## src/rtl/core/fda_pkg.sv

```systemverilog
// Shared types, constants and the control store for the fixed-point to ASCII formatter.
// No dependencies; every other file in rtl/core imports this package.
package fda_pkg;

    localparam int FRACTION_BITS = 16;          // fraction bits of the input, 8..24
    localparam int VALUE_W       = 25;
    localparam int INT_W         = 8;           // integer part kept modulo 256
    localparam int CHAR_W        = 8;
    localparam int LEN_W         = 4;
    localparam int DIGIT_W       = 4;
    localparam int FRAC_DIGITS   = 4;
    localparam int LOOP_W        = $clog2(FRAC_DIGITS);
    localparam int UC_DEPTH      = 7;
    localparam int STEP_W        = $clog2(UC_DEPTH);

    localparam logic [CHAR_W-1:0] CH_MINUS = 8'h2D;
    localparam logic [CHAR_W-1:0] CH_DOT   = 8'h2E;
    localparam logic [CHAR_W-1:0] CH_ZERO  = 8'h30;
    localparam logic [CHAR_W-1:0] CH_NUL   = 8'h00;

    localparam logic [LOOP_W-1:0] LOOP_LAST = LOOP_W'(FRAC_DIGITS - 1);

    // character source of a step
    typedef enum logic [2:0] {
        SRC_MINUS,
        SRC_HUND,
        SRC_TENS,
        SRC_ONES,
        SRC_DOT,
        SRC_FRAC,
        SRC_NUL
    } t_src;

    // emit condition; when false the step is skipped without output
    typedef enum logic [1:0] {
        C_ALWAYS,
        C_NEG,
        C_HUND,
        C_TENS
    } t_cond;

    typedef enum logic [1:0] {
        J_NEXT,
        J_LOOP,
        J_END
    } t_jmp;

    typedef struct packed {
        t_src  src;
        t_cond cond;
        t_jmp  jmp;
        logic  last;
    } t_uop;

    // sequencer -> datapath
    typedef struct packed {
        logic load;
        logic emit;
        t_src src;
        logic last;
    } t_dp_ctrl;

    // datapath -> sequencer
    typedef struct packed {
        logic neg;
        logic hund_nz;
        logic tens_nz;
        logic out_free;
    } t_dp_stat;

    localparam t_uop UCODE [UC_DEPTH] = '{
        '{src: SRC_MINUS, cond: C_NEG,    jmp: J_NEXT, last: 1'b0},
        '{src: SRC_HUND,  cond: C_HUND,   jmp: J_NEXT, last: 1'b0},
        '{src: SRC_TENS,  cond: C_TENS,   jmp: J_NEXT, last: 1'b0},
        '{src: SRC_ONES,  cond: C_ALWAYS, jmp: J_NEXT, last: 1'b0},
        '{src: SRC_DOT,   cond: C_ALWAYS, jmp: J_NEXT, last: 1'b0},
        '{src: SRC_FRAC,  cond: C_ALWAYS, jmp: J_LOOP, last: 1'b0},
        '{src: SRC_NUL,   cond: C_ALWAYS, jmp: J_END,  last: 1'b1}
    };

endpackage

```

## src/rtl/core/fda_in_if.sv

```systemverilog
// Input channel of the formatter: valid/ready handshake carrying one fixed-point value.
// Depends on fda_pkg for the value width.
interface fda_in_if import fda_pkg::*; ();
    logic                      valid;
    logic                      ready;
    logic signed [VALUE_W-1:0] value;

    modport source (output valid, output value, input ready);
    modport sink (input valid, input value, output ready);
endinterface

```

## src/rtl/core/fda_out_if.sv

```systemverilog
// Output channel of the formatter: one ASCII character per item, with end marker and length.
// Depends on fda_pkg for the field widths.
interface fda_out_if import fda_pkg::*; ();
    logic              valid;
    logic              ready;
    logic [CHAR_W-1:0] character;
    logic              is_last;
    logic [LEN_W-1:0]  length;

    modport source (output valid, output character, output is_last, output length, input ready);
    modport sink (input valid, input character, input is_last, input length, output ready);
endinterface

```

## src/rtl/core/fda_seq.sv

```systemverilog
// Microcode sequencer: step counter, fraction loop counter and conditional jumps over UCODE.
// Depends on fda_pkg (control store, control and status structs).
module fda_seq import fda_pkg::*; (
    input  logic     i_clk,
    input  logic     i_rst_n,
    input  logic     i_in_valid,
    output logic     o_in_ready,
    input  t_dp_stat i_stat,
    output t_dp_ctrl o_ctrl
);

    logic              r_busy, n_busy;
    logic [STEP_W-1:0] r_step, n_step;
    logic [LOOP_W-1:0] r_loop, n_loop;

    t_uop uop;
    logic cond_ok;
    logic advance;
    logic load;

    assign uop = UCODE[r_step];

    always_comb begin
        case (uop.cond)
            C_ALWAYS: cond_ok = 1'b1;
            C_NEG:    cond_ok = i_stat.neg;
            C_HUND:   cond_ok = i_stat.hund_nz;
            C_TENS:   cond_ok = i_stat.tens_nz;
            default:  cond_ok = 1'b1;
        endcase
    end

    assign load    = i_in_valid && !r_busy;
    // a skipped step moves on at once; an emitting step waits for the output slot
    assign advance = r_busy && (!cond_ok || i_stat.out_free);

    assign o_in_ready  = !r_busy;
    assign o_ctrl.load = load;
    assign o_ctrl.emit = r_busy && cond_ok && i_stat.out_free;
    assign o_ctrl.src  = uop.src;
    assign o_ctrl.last = uop.last;

    always_comb begin
        n_busy = r_busy;
        n_step = r_step;
        n_loop = r_loop;
        if (load) begin
            n_busy = 1'b1;
            n_step = '0;
            n_loop = '0;
        end else if (advance) begin
            case (uop.jmp)
                J_LOOP: begin
                    if (r_loop != LOOP_LAST) begin
                        n_loop = r_loop + 1'b1;
                    end else begin
                        n_loop = '0;
                        n_step = r_step + 1'b1;
                    end
                end
                J_END: begin
                    n_busy = 1'b0;
                    n_step = '0;
                end
                default: n_step = r_step + 1'b1;
            endcase
        end
    end

    always_ff @(posedge i_clk) begin
        if (!i_rst_n) begin
            r_busy <= 1'b0;
            r_step <= '0;
            r_loop <= '0;
        end else begin
            r_busy <= n_busy;
            r_step <= n_step;
            r_loop <= n_loop;
        end
    end

endmodule

```

## src/rtl/core/fda_dpath.sv

```systemverilog
// Datapath: operand registers, integer digit split, fraction digit generator, output register.
// Depends on fda_pkg; driven by fda_seq through t_dp_ctrl.
module fda_dpath import fda_pkg::*; (
    input  logic                      i_clk,
    input  logic                      i_rst_n,
    input  logic signed [VALUE_W-1:0] i_value,
    input  t_dp_ctrl                  i_ctrl,
    output t_dp_stat                  o_stat,
    input  logic                      i_out_ready,
    output logic                      o_out_valid,
    output logic [CHAR_W-1:0]         o_character,
    output logic                      o_is_last,
    output logic [LEN_W-1:0]          o_length
);

    logic                     r_neg;
    logic [INT_W-1:0]         r_ipart;
    logic [FRACTION_BITS-1:0] r_frac;
    logic [LEN_W-1:0]         r_len;
    logic                     r_o_valid;
    logic [CHAR_W-1:0]        r_o_char;
    logic                     r_o_last;
    logic [LEN_W-1:0]         r_o_len;

    logic [VALUE_W-1:0]         v_bits;
    logic [VALUE_W-1:0]         mag;
    logic [1:0]                 hund;
    logic [6:0]                 rem;
    logic [14:0]                rem_x;
    logic [DIGIT_W-1:0]         tens;
    logic [DIGIT_W-1:0]         ones;
    logic [FRACTION_BITS+3:0]   prod;
    logic [DIGIT_W-1:0]         digit;
    logic [CHAR_W-1:0]          ch;

    assign v_bits = i_value;
    assign mag    = v_bits[VALUE_W-1] ? (~v_bits + 1'b1) : v_bits;

    // integer part split into three digits: compare for hundreds, reciprocal for tens
    always_comb begin
        if (r_ipart >= INT_W'(200)) begin
            hund = 2'd2;
            rem  = 7'(r_ipart - INT_W'(200));
        end else if (r_ipart >= INT_W'(100)) begin
            hund = 2'd1;
            rem  = 7'(r_ipart - INT_W'(100));
        end else begin
            hund = 2'd0;
            rem  = 7'(r_ipart);
        end
    end

    // rem * 205 >> 11 equals rem / 10 for rem below 100
    assign rem_x = {8'b0, rem} * 15'd205;
    assign tens  = DIGIT_W'(rem_x >> 11);
    assign ones  = DIGIT_W'(rem - (7'(tens) * 7'd10));

    // fraction digit: next decimal digit falls out above the binary point of frac * 10
    assign prod  = {1'b0, r_frac, 3'b0} + {3'b0, r_frac, 1'b0};
    assign digit = prod[FRACTION_BITS +: DIGIT_W];

    always_comb begin
        case (i_ctrl.src)
            SRC_MINUS: ch = CH_MINUS;
            SRC_HUND:  ch = CH_ZERO + CHAR_W'(hund);
            SRC_TENS:  ch = CH_ZERO + CHAR_W'(tens);
            SRC_ONES:  ch = CH_ZERO + CHAR_W'(ones);
            SRC_DOT:   ch = CH_DOT;
            SRC_FRAC:  ch = CH_ZERO + CHAR_W'(digit);
            SRC_NUL:   ch = CH_NUL;
            default:   ch = CH_NUL;
        endcase
    end

    assign o_stat.neg      = r_neg;
    assign o_stat.hund_nz  = hund != 2'd0;
    assign o_stat.tens_nz  = (hund != 2'd0) || (tens != '0);
    assign o_stat.out_free = !r_o_valid || i_out_ready;

    always_ff @(posedge i_clk) begin
        if (i_ctrl.load) begin
            r_neg   <= v_bits[VALUE_W-1];
            r_ipart <= INT_W'(mag >> FRACTION_BITS);
            r_frac  <= mag[FRACTION_BITS-1:0];
            r_len   <= '0;
        end else if (i_ctrl.emit) begin
            if (i_ctrl.src != SRC_MINUS) begin
                r_len <= r_len + 1'b1;
            end
            if (i_ctrl.src == SRC_FRAC) begin
                r_frac <= prod[FRACTION_BITS-1:0];
            end
        end
        if (i_ctrl.emit) begin
            r_o_char <= ch;
            r_o_last <= i_ctrl.last;
            r_o_len  <= i_ctrl.last ? LEN_W'(r_len + 1'b1) : '0;
        end
    end

    always_ff @(posedge i_clk) begin
        if (!i_rst_n) begin
            r_o_valid <= 1'b0;
        end else if (i_ctrl.emit) begin
            r_o_valid <= 1'b1;
        end else if (i_out_ready) begin
            r_o_valid <= 1'b0;
        end
    end

    assign o_out_valid = r_o_valid;
    assign o_character = r_o_char;
    assign o_is_last   = r_o_last;
    assign o_length    = r_o_len;

endmodule

```

## src/rtl/core/fixed_to_decimal_ascii_core.sv

```systemverilog
// Top level of the fixed-point to decimal ASCII formatter: sequencer plus datapath.
// Depends on fda_pkg, fda_in_if, fda_out_if, fda_seq and fda_dpath.
//
//  channel     dir  fields                          item
//  i_value_ch  in   value[24:0] signed Q8.16        one number to format
//  o_char_ch   out  character[7:0] is_last length   one ASCII character, NUL last
//
// One value is accepted, then runs through ten sequencer steps (seven control words, the
// fraction word looping four times); each emitting step waits for a free output register.
// Sign and leading-zero steps are skipped without output.
// A stalled output register holds the step counter; the next value is taken once the
// NUL has been written to the output register. Reset clears the sequencer and valid flag.
module fixed_to_decimal_ascii_core import fda_pkg::*; (
    input  logic i_clk,
    input  logic i_rst_n,
    fda_in_if.sink    i_value_ch,
    fda_out_if.source o_char_ch
);

    t_dp_ctrl ctrl;
    t_dp_stat stat;

    fda_seq u_seq (
        .i_clk      (i_clk),
        .i_rst_n    (i_rst_n),
        .i_in_valid (i_value_ch.valid),
        .o_in_ready (i_value_ch.ready),
        .i_stat     (stat),
        .o_ctrl     (ctrl)
    );

    fda_dpath u_dpath (
        .i_clk       (i_clk),
        .i_rst_n     (i_rst_n),
        .i_value     (i_value_ch.value),
        .i_ctrl      (ctrl),
        .o_stat      (stat),
        .i_out_ready (o_char_ch.ready),
        .o_out_valid (o_char_ch.valid),
        .o_character (o_char_ch.character),
        .o_is_last   (o_char_ch.is_last),
        .o_length    (o_char_ch.length)
    );

endmodule

```

## src/flat_wrapper.sv

```systemverilog
// flat-port wrapper written by rule: the top's interface ports become plain ports
module fixed_to_decimal_ascii_core_flat import fda_pkg::*;
  (i_clk, i_rst_n, i_value_ch_valid, i_value_ch_value, i_value_ch_ready, o_char_ch_valid, o_char_ch_character, o_char_ch_is_last, o_char_ch_length, o_char_ch_ready);
  fda_in_if i_value_ch_i ();
  fda_out_if o_char_ch_i ();
  input  logic i_clk;
  input  logic i_rst_n;
  input wire logic [$bits(i_value_ch_i.valid)-1:0] i_value_ch_valid;
  input wire logic [$bits(i_value_ch_i.value)-1:0] i_value_ch_value;
  output wire logic [$bits(i_value_ch_i.ready)-1:0] i_value_ch_ready;
  output wire logic [$bits(o_char_ch_i.valid)-1:0] o_char_ch_valid;
  output wire logic [$bits(o_char_ch_i.character)-1:0] o_char_ch_character;
  output wire logic [$bits(o_char_ch_i.is_last)-1:0] o_char_ch_is_last;
  output wire logic [$bits(o_char_ch_i.length)-1:0] o_char_ch_length;
  input wire logic [$bits(o_char_ch_i.ready)-1:0] o_char_ch_ready;
  assign i_value_ch_i.valid = i_value_ch_valid;
  assign i_value_ch_i.value = i_value_ch_value;
  assign i_value_ch_ready = i_value_ch_i.ready;
  assign o_char_ch_valid = o_char_ch_i.valid;
  assign o_char_ch_character = o_char_ch_i.character;
  assign o_char_ch_is_last = o_char_ch_i.is_last;
  assign o_char_ch_length = o_char_ch_i.length;
  assign o_char_ch_i.ready = o_char_ch_ready;
  fixed_to_decimal_ascii_core u_core (.i_clk(i_clk), .i_rst_n(i_rst_n), .i_value_ch(i_value_ch_i), .o_char_ch(o_char_ch_i));
endmodule
```

## config.mk

```make
export PLATFORM = sky130hd
export DESIGN_NAME = fixed_to_decimal_ascii_core_flat
export DESIGN_NICKNAME = d
export VERILOG_FILES = /design/src/rtl/core/fda_pkg.sv /design/src/rtl/core/fda_in_if.sv /design/src/rtl/core/fda_out_if.sv /design/src/rtl/core/fda_seq.sv /design/src/rtl/core/fda_dpath.sv /design/src/rtl/core/fixed_to_decimal_ascii_core.sv /design/src/flat_wrapper.sv
export SDC_FILE = /design/constraint.sdc
export NUM_CORES = 1
export LEC_CHECK = 0
export BUFFER_PORTS_ARGS = -buffer_cell sky130_fd_sc_hd__buf_2
export CAP_MARGIN = 20
export CORE_ASPECT_RATIO = 1.5
export CORE_MARGIN = 1
export CORE_UTILIZATION = 40
export CTS_CLUSTER_DIAMETER = 80
export DETAILED_ROUTE_END_ITERATION = 8
export PLACE_DENSITY = 0.6
export SKIP_CTS_REPAIR_TIMING = 1
export SYNTH_ARGS = -nofsm -noshare
export SYNTH_HDL_FRONTEND = slang
export SYNTH_HIERARCHICAL = 1
export SYNTH_SLANG_ARGS = --single-unit
```

## constraint.sdc

```tcl
create_clock -name i_clk -period 10.3 [get_ports i_clk]
set_input_delay 2.06 -clock i_clk [delete_from_list [all_inputs] [get_ports i_clk]]
set_output_delay 2.06 -clock i_clk [all_outputs]
set_load 0.03 [all_outputs]
```

# After elaboration in Yosys (flattened, before gate mapping)

Memories as Yosys holds them, arrays and structs flattened.
Cells that the tools add are included.

$mul: 2
Muxes and demuxes: 20
Div/mod/pow operators: 0
Reductions and logical operators: 26
Shift-type cells: 0
Equality and inequality tests: 12
Bitwise gates (word level): 3
$add $sub $neg: 12
Order comparisons: 3

Operators with widths:

| cell                  | count |
|---|---|
| $mux 16               | 3 |
| $pmux 7 s6            | 1 |
| $add 24x1->24 const B | 1 |
| $mux 24               | 1 |
| $not 24->24           | 1 |
| $add 6x4->7 const A   | 3 |
| $add 19x17->20        | 1 |
| $mux 8                | 2 |
| $mul 7x8->15 const B  | 1 |
| $mux 7                | 2 |
| $sub 7x7->7 const B   | 2 |
| $reduce_bool 2->1     | 6 |
| $reduce_and 2->1      | 5 |
| $ge 8x7->1 const B    | 1 |
| $ge 8x8->1 const B    | 1 |
| $add 6x2->7 const A   | 1 |
| $eq 2x2->1 const B    | 3 |
| $eq 3x2->1 const B    | 2 |
| $eq 3x3->1 const B    | 2 |
| $mux 1                | 6 |
| $pmux 3 s2            | 1 |
| $add 4x1->4 const B   | 1 |
| $eq 2x1->1 const B    | 2 |
| $ge 4x4->1 const B    | 1 |
| other kinds (19)      | 28 |

Bits in latches: 0
ROM bits: 64
Output and inout bits: 15
Input bits: 29
Memory bits (writable): 0
Memories kept: 1
Register bits after elaboration: 49

Memory list:

| name            | depth | width | read ports | clocked after Yosys merged registers in | wr ports | RTL line      | source |
|---|---|---|---|---|---|---|---|
| (no name shown) | 8     | 8     | 1          | 0                                       | 0        | fda_seq.sv:21 | `assign uop = UCODE[r_step];` |

# Logic depth before layout (Yosys ltp)

Gate-level depths: netlist (run 1).

Word-level depth: 12
Depth in mapped cells: 32
Mapped depth without buffers: 31

# Cells and area by module

The synthesis (run 1) kept the hierarchy.

Modules (own cells, without submodules):

| module    | times used | cells an instance | area an instance (um^2) | seq. area each (um^2) |
|---|---|---|---|---|
| fda_dpath | 1          | 423               | 3,978.8                 | 1,181.1 |
| fda_seq   | 1          | 51                | 445.4                   | 120.1 |

# Worst setup path after synthesis (run 1)

No wires, ideal clock.

Path kind: reg-to-reg
Start point: register u_core.u_dpath.r_ipart[2]
End point: register u_core.u_dpath.r_frac[0] (enable)
Slack: 1.968 ns
Setup time: 0.411 ns
Path buffers: 2
Data required time: 9.889 ns
Arrival: 7.921 ns
Cell stages (with the launch flop): 30
Cells stage by stage: edfxtp_1 clkbuf_1 inv_1 ha_1 or3b_2 a21oi_1 buf_2 nand2b_1 a21oi_1 a21oi_1 xnor2_1 ha_1 fa_1 ha_1 inv_1 fa_1 inv_1 ha_1 a21o_1 a21o_1 a2111oi_0 a31oi_4 a21oi_1 xor2_1 nand2_1 mux2i_1 mux2_1 a21oi_1 inv_1 o21ai_0

RTL lines:

| what                     | RTL line        | source |
|---|---|---|
| start: declaration       | fda_dpath.sv:17 | `logic [INT_W-1:0] r_ipart;` |
| start signal: assignment | fda_dpath.sv:83 | `r_ipart <= INT_W'(mag >> FRACTION_BITS);` |
| end signal: assignment   | fda_dpath.sv:84 | `r_frac <= mag[FRACTION_BITS-1:0];` |
| end signal: assignment   | fda_dpath.sv:91 | `r_frac <= prod[FRACTION_BITS-1:0];` |
| end: declaration         | fda_dpath.sv:18 | `logic [FRACTION_BITS-1:0] r_frac;` |

==> results.json, run 1 <==
{
  "yosysUniqueCellTypes": 65,
  "slowest_stage": "a21oi_1",
  "via_per_inst": 5.33,
  "drv_slew": 0,
  "tightest_slew_ps": 783,
  "syn-instance-count": 474,
  "htree_levels": 2,
  "gp_congestion": 0.866,
  "relSlewSlack_pct": 46.4,
  "pwr-share-comb_pct": 56.7,
  "clkPwrFrac_pct": 19.0,
  "pre_cts_ws_ps": 1700,
  "status": "completed",
  "port_buffers": 41,
  "critPathMaxStageDelay_ps": 610,
  "die_w_microns": 87.9,
  "finalCriticalPeriod_ps": 8190,
  "crit_fanout": 16,
  "drt_iter0_drc": 113,
  "overflow": 0,
  "drt-total-wl_microns": 9380,
  "worst_slack_ps": 2110,
  "die_area_sq_mm": 0.0115,
  "grt_setup_unrepaired": "false",
  "grt_max_degree": 38,
  "ys_warn_count": 6,
  "ios": 44,
  "crit_family": "adder cells",
  "hold_class": "reg2reg",
  "grt_pass1_wl_microns": 15800,
  "finClkSkew_ps": 10.0,
  "clkTransAtPathRegs_ps": 60,
  "finalNonFillerCells": 655,
  "p_switching_mw": 0.393,
  "endpoint_kind": "register",
  "p_leak_nw": 2.15,
  "setup-tns-final_ps": 0,
  "synth_area_sq_mm": 0.00442,
  "clockBufferDepth": 2,
  "synth-seq-area-share_pct": 29.4,
  "grt_pass1_vias": 3602,
  "power.density_mw_per_mm2": 202,
  "worstPathArrival_ps": 8170,
  "pwr-share-seq_pct": 24.3,
  "tritoncts.num_buffers": 5,
  "cts_tree": "done",
  "drt_pass1_iterations": 4,
  "die_h_microns": 131,
  "syn_avg_cell_area_sq_um": 9.33,
  "setup.worst_path.end": "u_core/u_dpath/r_frac[14]$_DFFE_PP_",
  "crit_type": "reg2reg",
  "grt_use_total_pct": 17.6,
  "synth_flop_cell": "edfxtp_1",
  "cp-startpoint": "u_core/u_dpath/r_ipart[2]$_DFFE_PP_",
  "reg2reg_from": "u_core/u_dpath/r_ipart[2]$_DFFE_PP_",
  "hpwlAfterDp_microns": 7670,
  "ant_nets": 0,
  "drive_above_1_share_pct": 13.5,
  "cp.required_ps": 10270,
  "drc": 0,
  "drv_cap": 0,
  "core_sq_mm": 0.0106,
  "rrSetupSlack_ps": 2110,
  "vias": 3489,
  "synth.ff_latch_count": 47,
  "ff2ff_path_depth": 29,
  "ir_drop_mv": 0.0929,
  "cts_sinks": 47,
  "p_sw_share_pct": 39.6,
  "reg2reg_to": "u_core/u_dpath/r_frac[14]$_DFFE_PP_",
  "rows": 46,
  "insertion_delay_ps": 290,
  "initial_core_util_pct": 41.6,
  "dp.cells": 646,
  "startpoint_type": "register",
  "synth-async-reset-ratio_pct": 0,
  "cts_root_buf": "clkbuf_16",
  "diodes": 0,
  "final_common_cell": "ha_1",
  "crit_buf_inv": 6,
  "synth_edf_count": 36,
  "finalCritPeriodShare_pct": 79.5,
  "p_int_mw": 0.599,
  "avgRoutedWirePerCell_microns": 14.3,
  "timing_hold_violations_final": 0,
  "layout_common_cells": "ha_1 (58), inv_1 (42), buf_2 (41)",
  "worst-path-stages": 29,
  "setup_viol": 0,
  "antenna_found_initial": 0,
  "max_freq_ghz": 0.122,
  "synthToLayoutAreaGrowth_pct": 11.2,
  "nNetsFinal": 607,
  "hp-start": "u_core/u_dpath/r_len[3]$_SDFFE_PP0P_"
}
-- cells by family after synthesis --
kind of cell	after synthesis	share of synthesized area [%]
AND/OR/NAND/NOR	137	15.6
adder cells (fa/ha/maj)	68	20.9
AO/OA/AOI/OAI	107	16.4
buffers and inverters	58	5.57
other	1	0.0848
multiplexers	11	2.63
flip-flops	47	29.4
XOR/XNOR	45	9.39
-- power by group through the flow --
stage	registers [mW]	clock network, mW	logic [mW]
final	0.241	0.188	0.562
after floorplan	0.246	0	0.441
after global placement	0.245	0	0.550
after detailed placement	0.246	0	0.563
after global routing	0.243	0.199	0.637
after CTS	0.241	0.194	0.567
-- worst min-delay path by stage --
stage                                                 endpoint  slack, ps  cells past startpoint
after floorplan            u_core/u_seq/r_loop[1]$_SDFFE_PP0P_        460                      2
after global placement     u_core/u_seq/r_loop[1]$_SDFFE_PP0P_        480                      2
final                     u_core/u_dpath/r_len[3]$_SDFFE_PP0P_        510                      2
after detailed placement  u_core/u_dpath/r_len[3]$_SDFFE_PP0P_        520                      2
after global routing      u_core/u_dpath/r_len[3]$_SDFFE_PP0P_        530                      2
after CTS                 u_core/u_dpath/r_len[3]$_SDFFE_PP0P_        520                      2
-- registers in the layout, indices dropped and copies added, names as in the netlist --
signal	count
u_core/u_dpath/o_character	6
u_core/u_dpath/o_is_last	1
u_core/u_dpath/o_length	4
u_core/u_dpath/o_out_valid	1
u_core/u_dpath/r_frac	16
u_core/u_dpath/r_ipart	8
u_core/u_dpath/r_len	4
u_core/u_dpath/r_neg	1
u_core/u_seq/r_busy	1
u_core/u_seq/r_loop	2
u_core/u_seq/r_step	3
-- metrics by stage --
stage               total power, mW  hold slack, ps  area, sq um  util, %
floorplan                     0.687             465         4430        -
global placement              0.795             483         4740     44.5
detailed placement            0.808             515         4740     44.5
CTS                            1.00             525         4910     46.1
global route                   1.08             533         4920     46.2
finish                        0.991             508         4920     46.2
-- final cells by class --
class                   count  area, sq um
well taps                 144          180
clock inverters             3         47.5
inverters                  42          158
clock buffers               5          125
fillers                  1024         5730
flip-flops and latches     47         1300
multi-input cells         370         2880
repair buffers             44          228
-- layer usage --
metal	track usage (%)	up-vias	part of all wire, %
met4	7.81	0	2.6
met5	0	-	0
li1	-	1763	-
met3	2.70	19	2.5
met1	17.8	1655	40
met2	34.6	52	55
-- Yosys cell counts, drive strengths merged, types with 3 or more instances --
library cell  count  area, sq um
o211ai            5         37.5
inv              42          158
nor2             38          145
mux2i             9         90.1
o41ai             6         52.6
clkbuf            6         22.5
dfxtp            11          220
xnor2            28          245
a21o              8         60.1
a21oi            31          155
nand2            36          138
nand2b           10         62.6
or3               3         18.8
o21a              4         30.0
nor3             10         55.1
xor2             16          148
and2              5         32.5
nand4             3         18.8
o21ai            22          110
nor2b             5         33.8
or2               3         18.8
ha               58          726
buf              10         66.3
edfxtp           36         1080
a21boi            3         22.5
nand3            10         50.1
o31a              3         26.3
or4               3         22.5
a41o              3         31.3
o31ai             8         65.1
fa               10          200
-- worst register-to-register path: cells and delay by family, from the launching register on --
family | cells | cell delay [ps]
AOI/OAI and AO/OA | 6 | 1820
xor gates and xnor gates | 2 | 460
adders and majority gates | 6 | 2020
buffers and inverters | 6 | 850
DFF | 1 | 530
muxes | 2 | 380
and+or+nand+nor | 7 | 1840
Power figures use the tool's default switching activity.
==> inputs of run 2 (changes only) <==
clock period = 8.32 ns   (was 10.3 ns; I/O delays follow)
==> run 2 against run 1 <==
Net effect:
- clock power up 21%
- setup slack worse by 1500 ps
- critical path type unchanged
- cell area up 0.31%
- clock skew about the same
- wire length down 0.46%
- count of clock-buffer cells in the layout unchanged
- power up 23%
- critical endpoint is now u_core/u_dpath/r_len[3]$_SDFFE_PP0P_
==> results.json, run 2 (synthesis gave the netlist of run 1 again) <==
{
  "finalCritPeriodShare_pct": 92.4,
  "setup-tns-final_ps": 0,
  "drc": 0,
  "hpwlAfterDp_microns": 7810,
  "rows": 46,
  "drt_iter0_drc": 145,
  "gp_congestion": 0.855,
  "relSlewSlack_pct": 49.2,
  "p_leak_nw": 2.16,
  "rrSetupSlack_ps": 640,
  "synthToLayoutAreaGrowth_pct": 11.5,
  "port_buffers": 41,
  "hp-start": "u_core/u_dpath/r_len[3]$_SDFFE_PP0P_",
  "drive_above_1_share_pct": 13.8,
  "die_w_microns": 87.9,
  "grt_max_degree": 38,
  "drt_pass1_iterations": 4,
  "clkTransAtPathRegs_ps": 60,
  "power.density_mw_per_mm2": 248,
  "ff2ff_path_depth": 30,
  "grt_pass1_vias": 3472,
  "insertion_delay_ps": 290,
  "ir_drop_mv": 0.116,
  "via_per_inst": 5.26,
  "cts_tree": "done",
  "ant_nets": 0,
  "grt_use_total_pct": 17.6,
  "startpoint_type": "register",
  "max_freq_ghz": 0.130,
  "cpMostUsedCell": "a21oi_1",
  "ios": 44,
  "grt_setup_unrepaired": "false",
  "cts_root_buf": "clkbuf_16",
  "hold-worst-slack_ps": 502,
  "reg2reg_from": "u_core/u_dpath/r_ipart[2]$_DFFE_PP_",
  "p_int_mw": 0.740,
  "tritoncts.num_buffers": 5,
  "critPathMaxStageDelay_ps": 540,
  "layout_common_cells": "ha_1 (58), inv_1 (42), buf_2 (41)",
  "p_switching_mw": 0.483,
  "min_to": "u_core/u_dpath/r_len[3]$_SDFFE_PP0P_",
  "finalCriticalPeriod_ps": 7680,
  "worstPathArrival_ps": 7900,
  "grt_pass1_wl_microns": 15800,
  "crit_type": "reg2reg",
  "overflow": 0,
  "antenna_found_initial": 0,
  "htree_levels": 2,
  "nNetsFinal": 609,
  "cp.required_ps": 8530,
  "drt-total-wl_microns": 9330,
  "core_sq_mm": 0.0106,
  "largest_register_ffs": 16,
  "crit_fanout": 9,
  "vias": 3459,
  "initial_core_util_pct": 41.6,
  "die_area_sq_mm": 0.0115,
  "p_sw_share_pct": 39.5,
  "final_common_cell": "ha_1",
  "hold_depth": 2,
  "avgRoutedWirePerCell_microns": 14.2,
  "drv_cap": 0,
  "timing_hold_violations_final": 0,
  "pwr-share-seq_pct": 24.4,
  "largest_register": "u_core/u_dpath/r_frac",
  "finClkSkew_ps": 9.62,
  "hold_class": "reg2reg",
  "diodes": 0,
  "reg2reg_to": "u_core/u_dpath/r_len[3]$_SDFFE_PP0P_",
  "slowest_stage": "or4b_4",
  "clockBufferDepth": 2,
  "die_h_microns": 131,
  "pwr-share-comb_pct": 57.0,
  "tightest_slew_ps": 742,
  "clkPwrFrac_pct": 18.6,
  "status": "completed",
  "setup_viol": 0,
  "endpoint_kind": "register",
  "cts_sinks": 47,
  "drv_slew": 0
}
## run 2: layout make-up
type,instances,area [sq um]
fill,1012,5710
tap,144,180
clock buffer,5,125
clock inverter,3,47.5
sequential,47,1300
multi-input combinational,370,2880
timing repair buffer,46,243
inverter,42,158
## run 2: worst max path at each step
stage               cells after the start                                      to  slack (ps)                                start
finish                                 30    u_core/u_dpath/r_len[3]$_SDFFE_PP0P_         640  u_core/u_dpath/r_ipart[2]$_DFFE_PP_
global route                           30    u_core/u_dpath/r_len[3]$_SDFFE_PP0P_          80  u_core/u_dpath/r_ipart[2]$_DFFE_PP_
CTS                                    30    u_core/u_dpath/r_len[3]$_SDFFE_PP0P_         660  u_core/u_dpath/r_ipart[2]$_DFFE_PP_
detailed placement                     30    u_core/u_dpath/r_len[3]$_SDFFE_PP0P_         670  u_core/u_dpath/r_ipart[2]$_DFFE_PP_
global placement                       30     u_core/u_dpath/r_frac[14]$_DFFE_PP_         980  u_core/u_dpath/r_ipart[2]$_DFFE_PP_
floorplan                              29  u_core/u_dpath/r_frac[0]$_SDFFCE_PN0P_         420  u_core/u_dpath/r_ipart[2]$_DFFE_PP_
## run 2: metrics by stage
| step | cell area, sq um | setup WS (ps) | instances | total power, mW | utilization (%) |
|---|---|---|---|---|---|
| floorplan | 4430 | 417 | 475 | 0.850 | - |
| global placement | 4760 | 975 | 649 | 0.987 | 44.7 |
| detailed placement | 4760 | 675 | 649 | 1.00 | 44.7 |
| CTS | 4930 | 659 | 657 | 1.23 | 46.3 |
| global route | 4930 | 82.8 | 657 | 1.33 | 46.3 |
| finish | 4930 | 636 | 657 | 1.22 | 46.3 |
## run 2: power groups by stage
| stage | Sequential, mW | Combinational [mW] | Clock [mW] |
|---|---|---|---|
| floorplan | 0.304 | 0.546 | 0 |
| global placement | 0.304 | 0.683 | 0 |
| detailed placement | 0.304 | 0.698 | 0 |
| CTS | 0.299 | 0.700 | 0.235 |
| global route | 0.302 | 0.789 | 0.244 |
| finish | 0.299 | 0.697 | 0.228 |
## run 2: critical path, delay by kind of cell, from the launching register on
family                   cells  cell delay (ps)
AO/OA/AOI/OAI                7             1430
XOR/XNOR                     2              440
adder cells (fa/ha/maj)      6             2010
buffers and inverters        5              660
flip-flops                   1              530
multiplexers                 2              390
AND/OR/NAND/NOR              8             2180
## run 2: layer usage
metal  track usage, %  up-vias  wire length [microns]  part of all wire [%]
li1                 -     1759                      -                     -
met1             18.4     1645                   3640                    39
met2             35.4       47                   5340                    57
met3             2.45        8                    227                   2.4
met4             5.01        0                    125                   1.3
met5                0        -                      0                     0
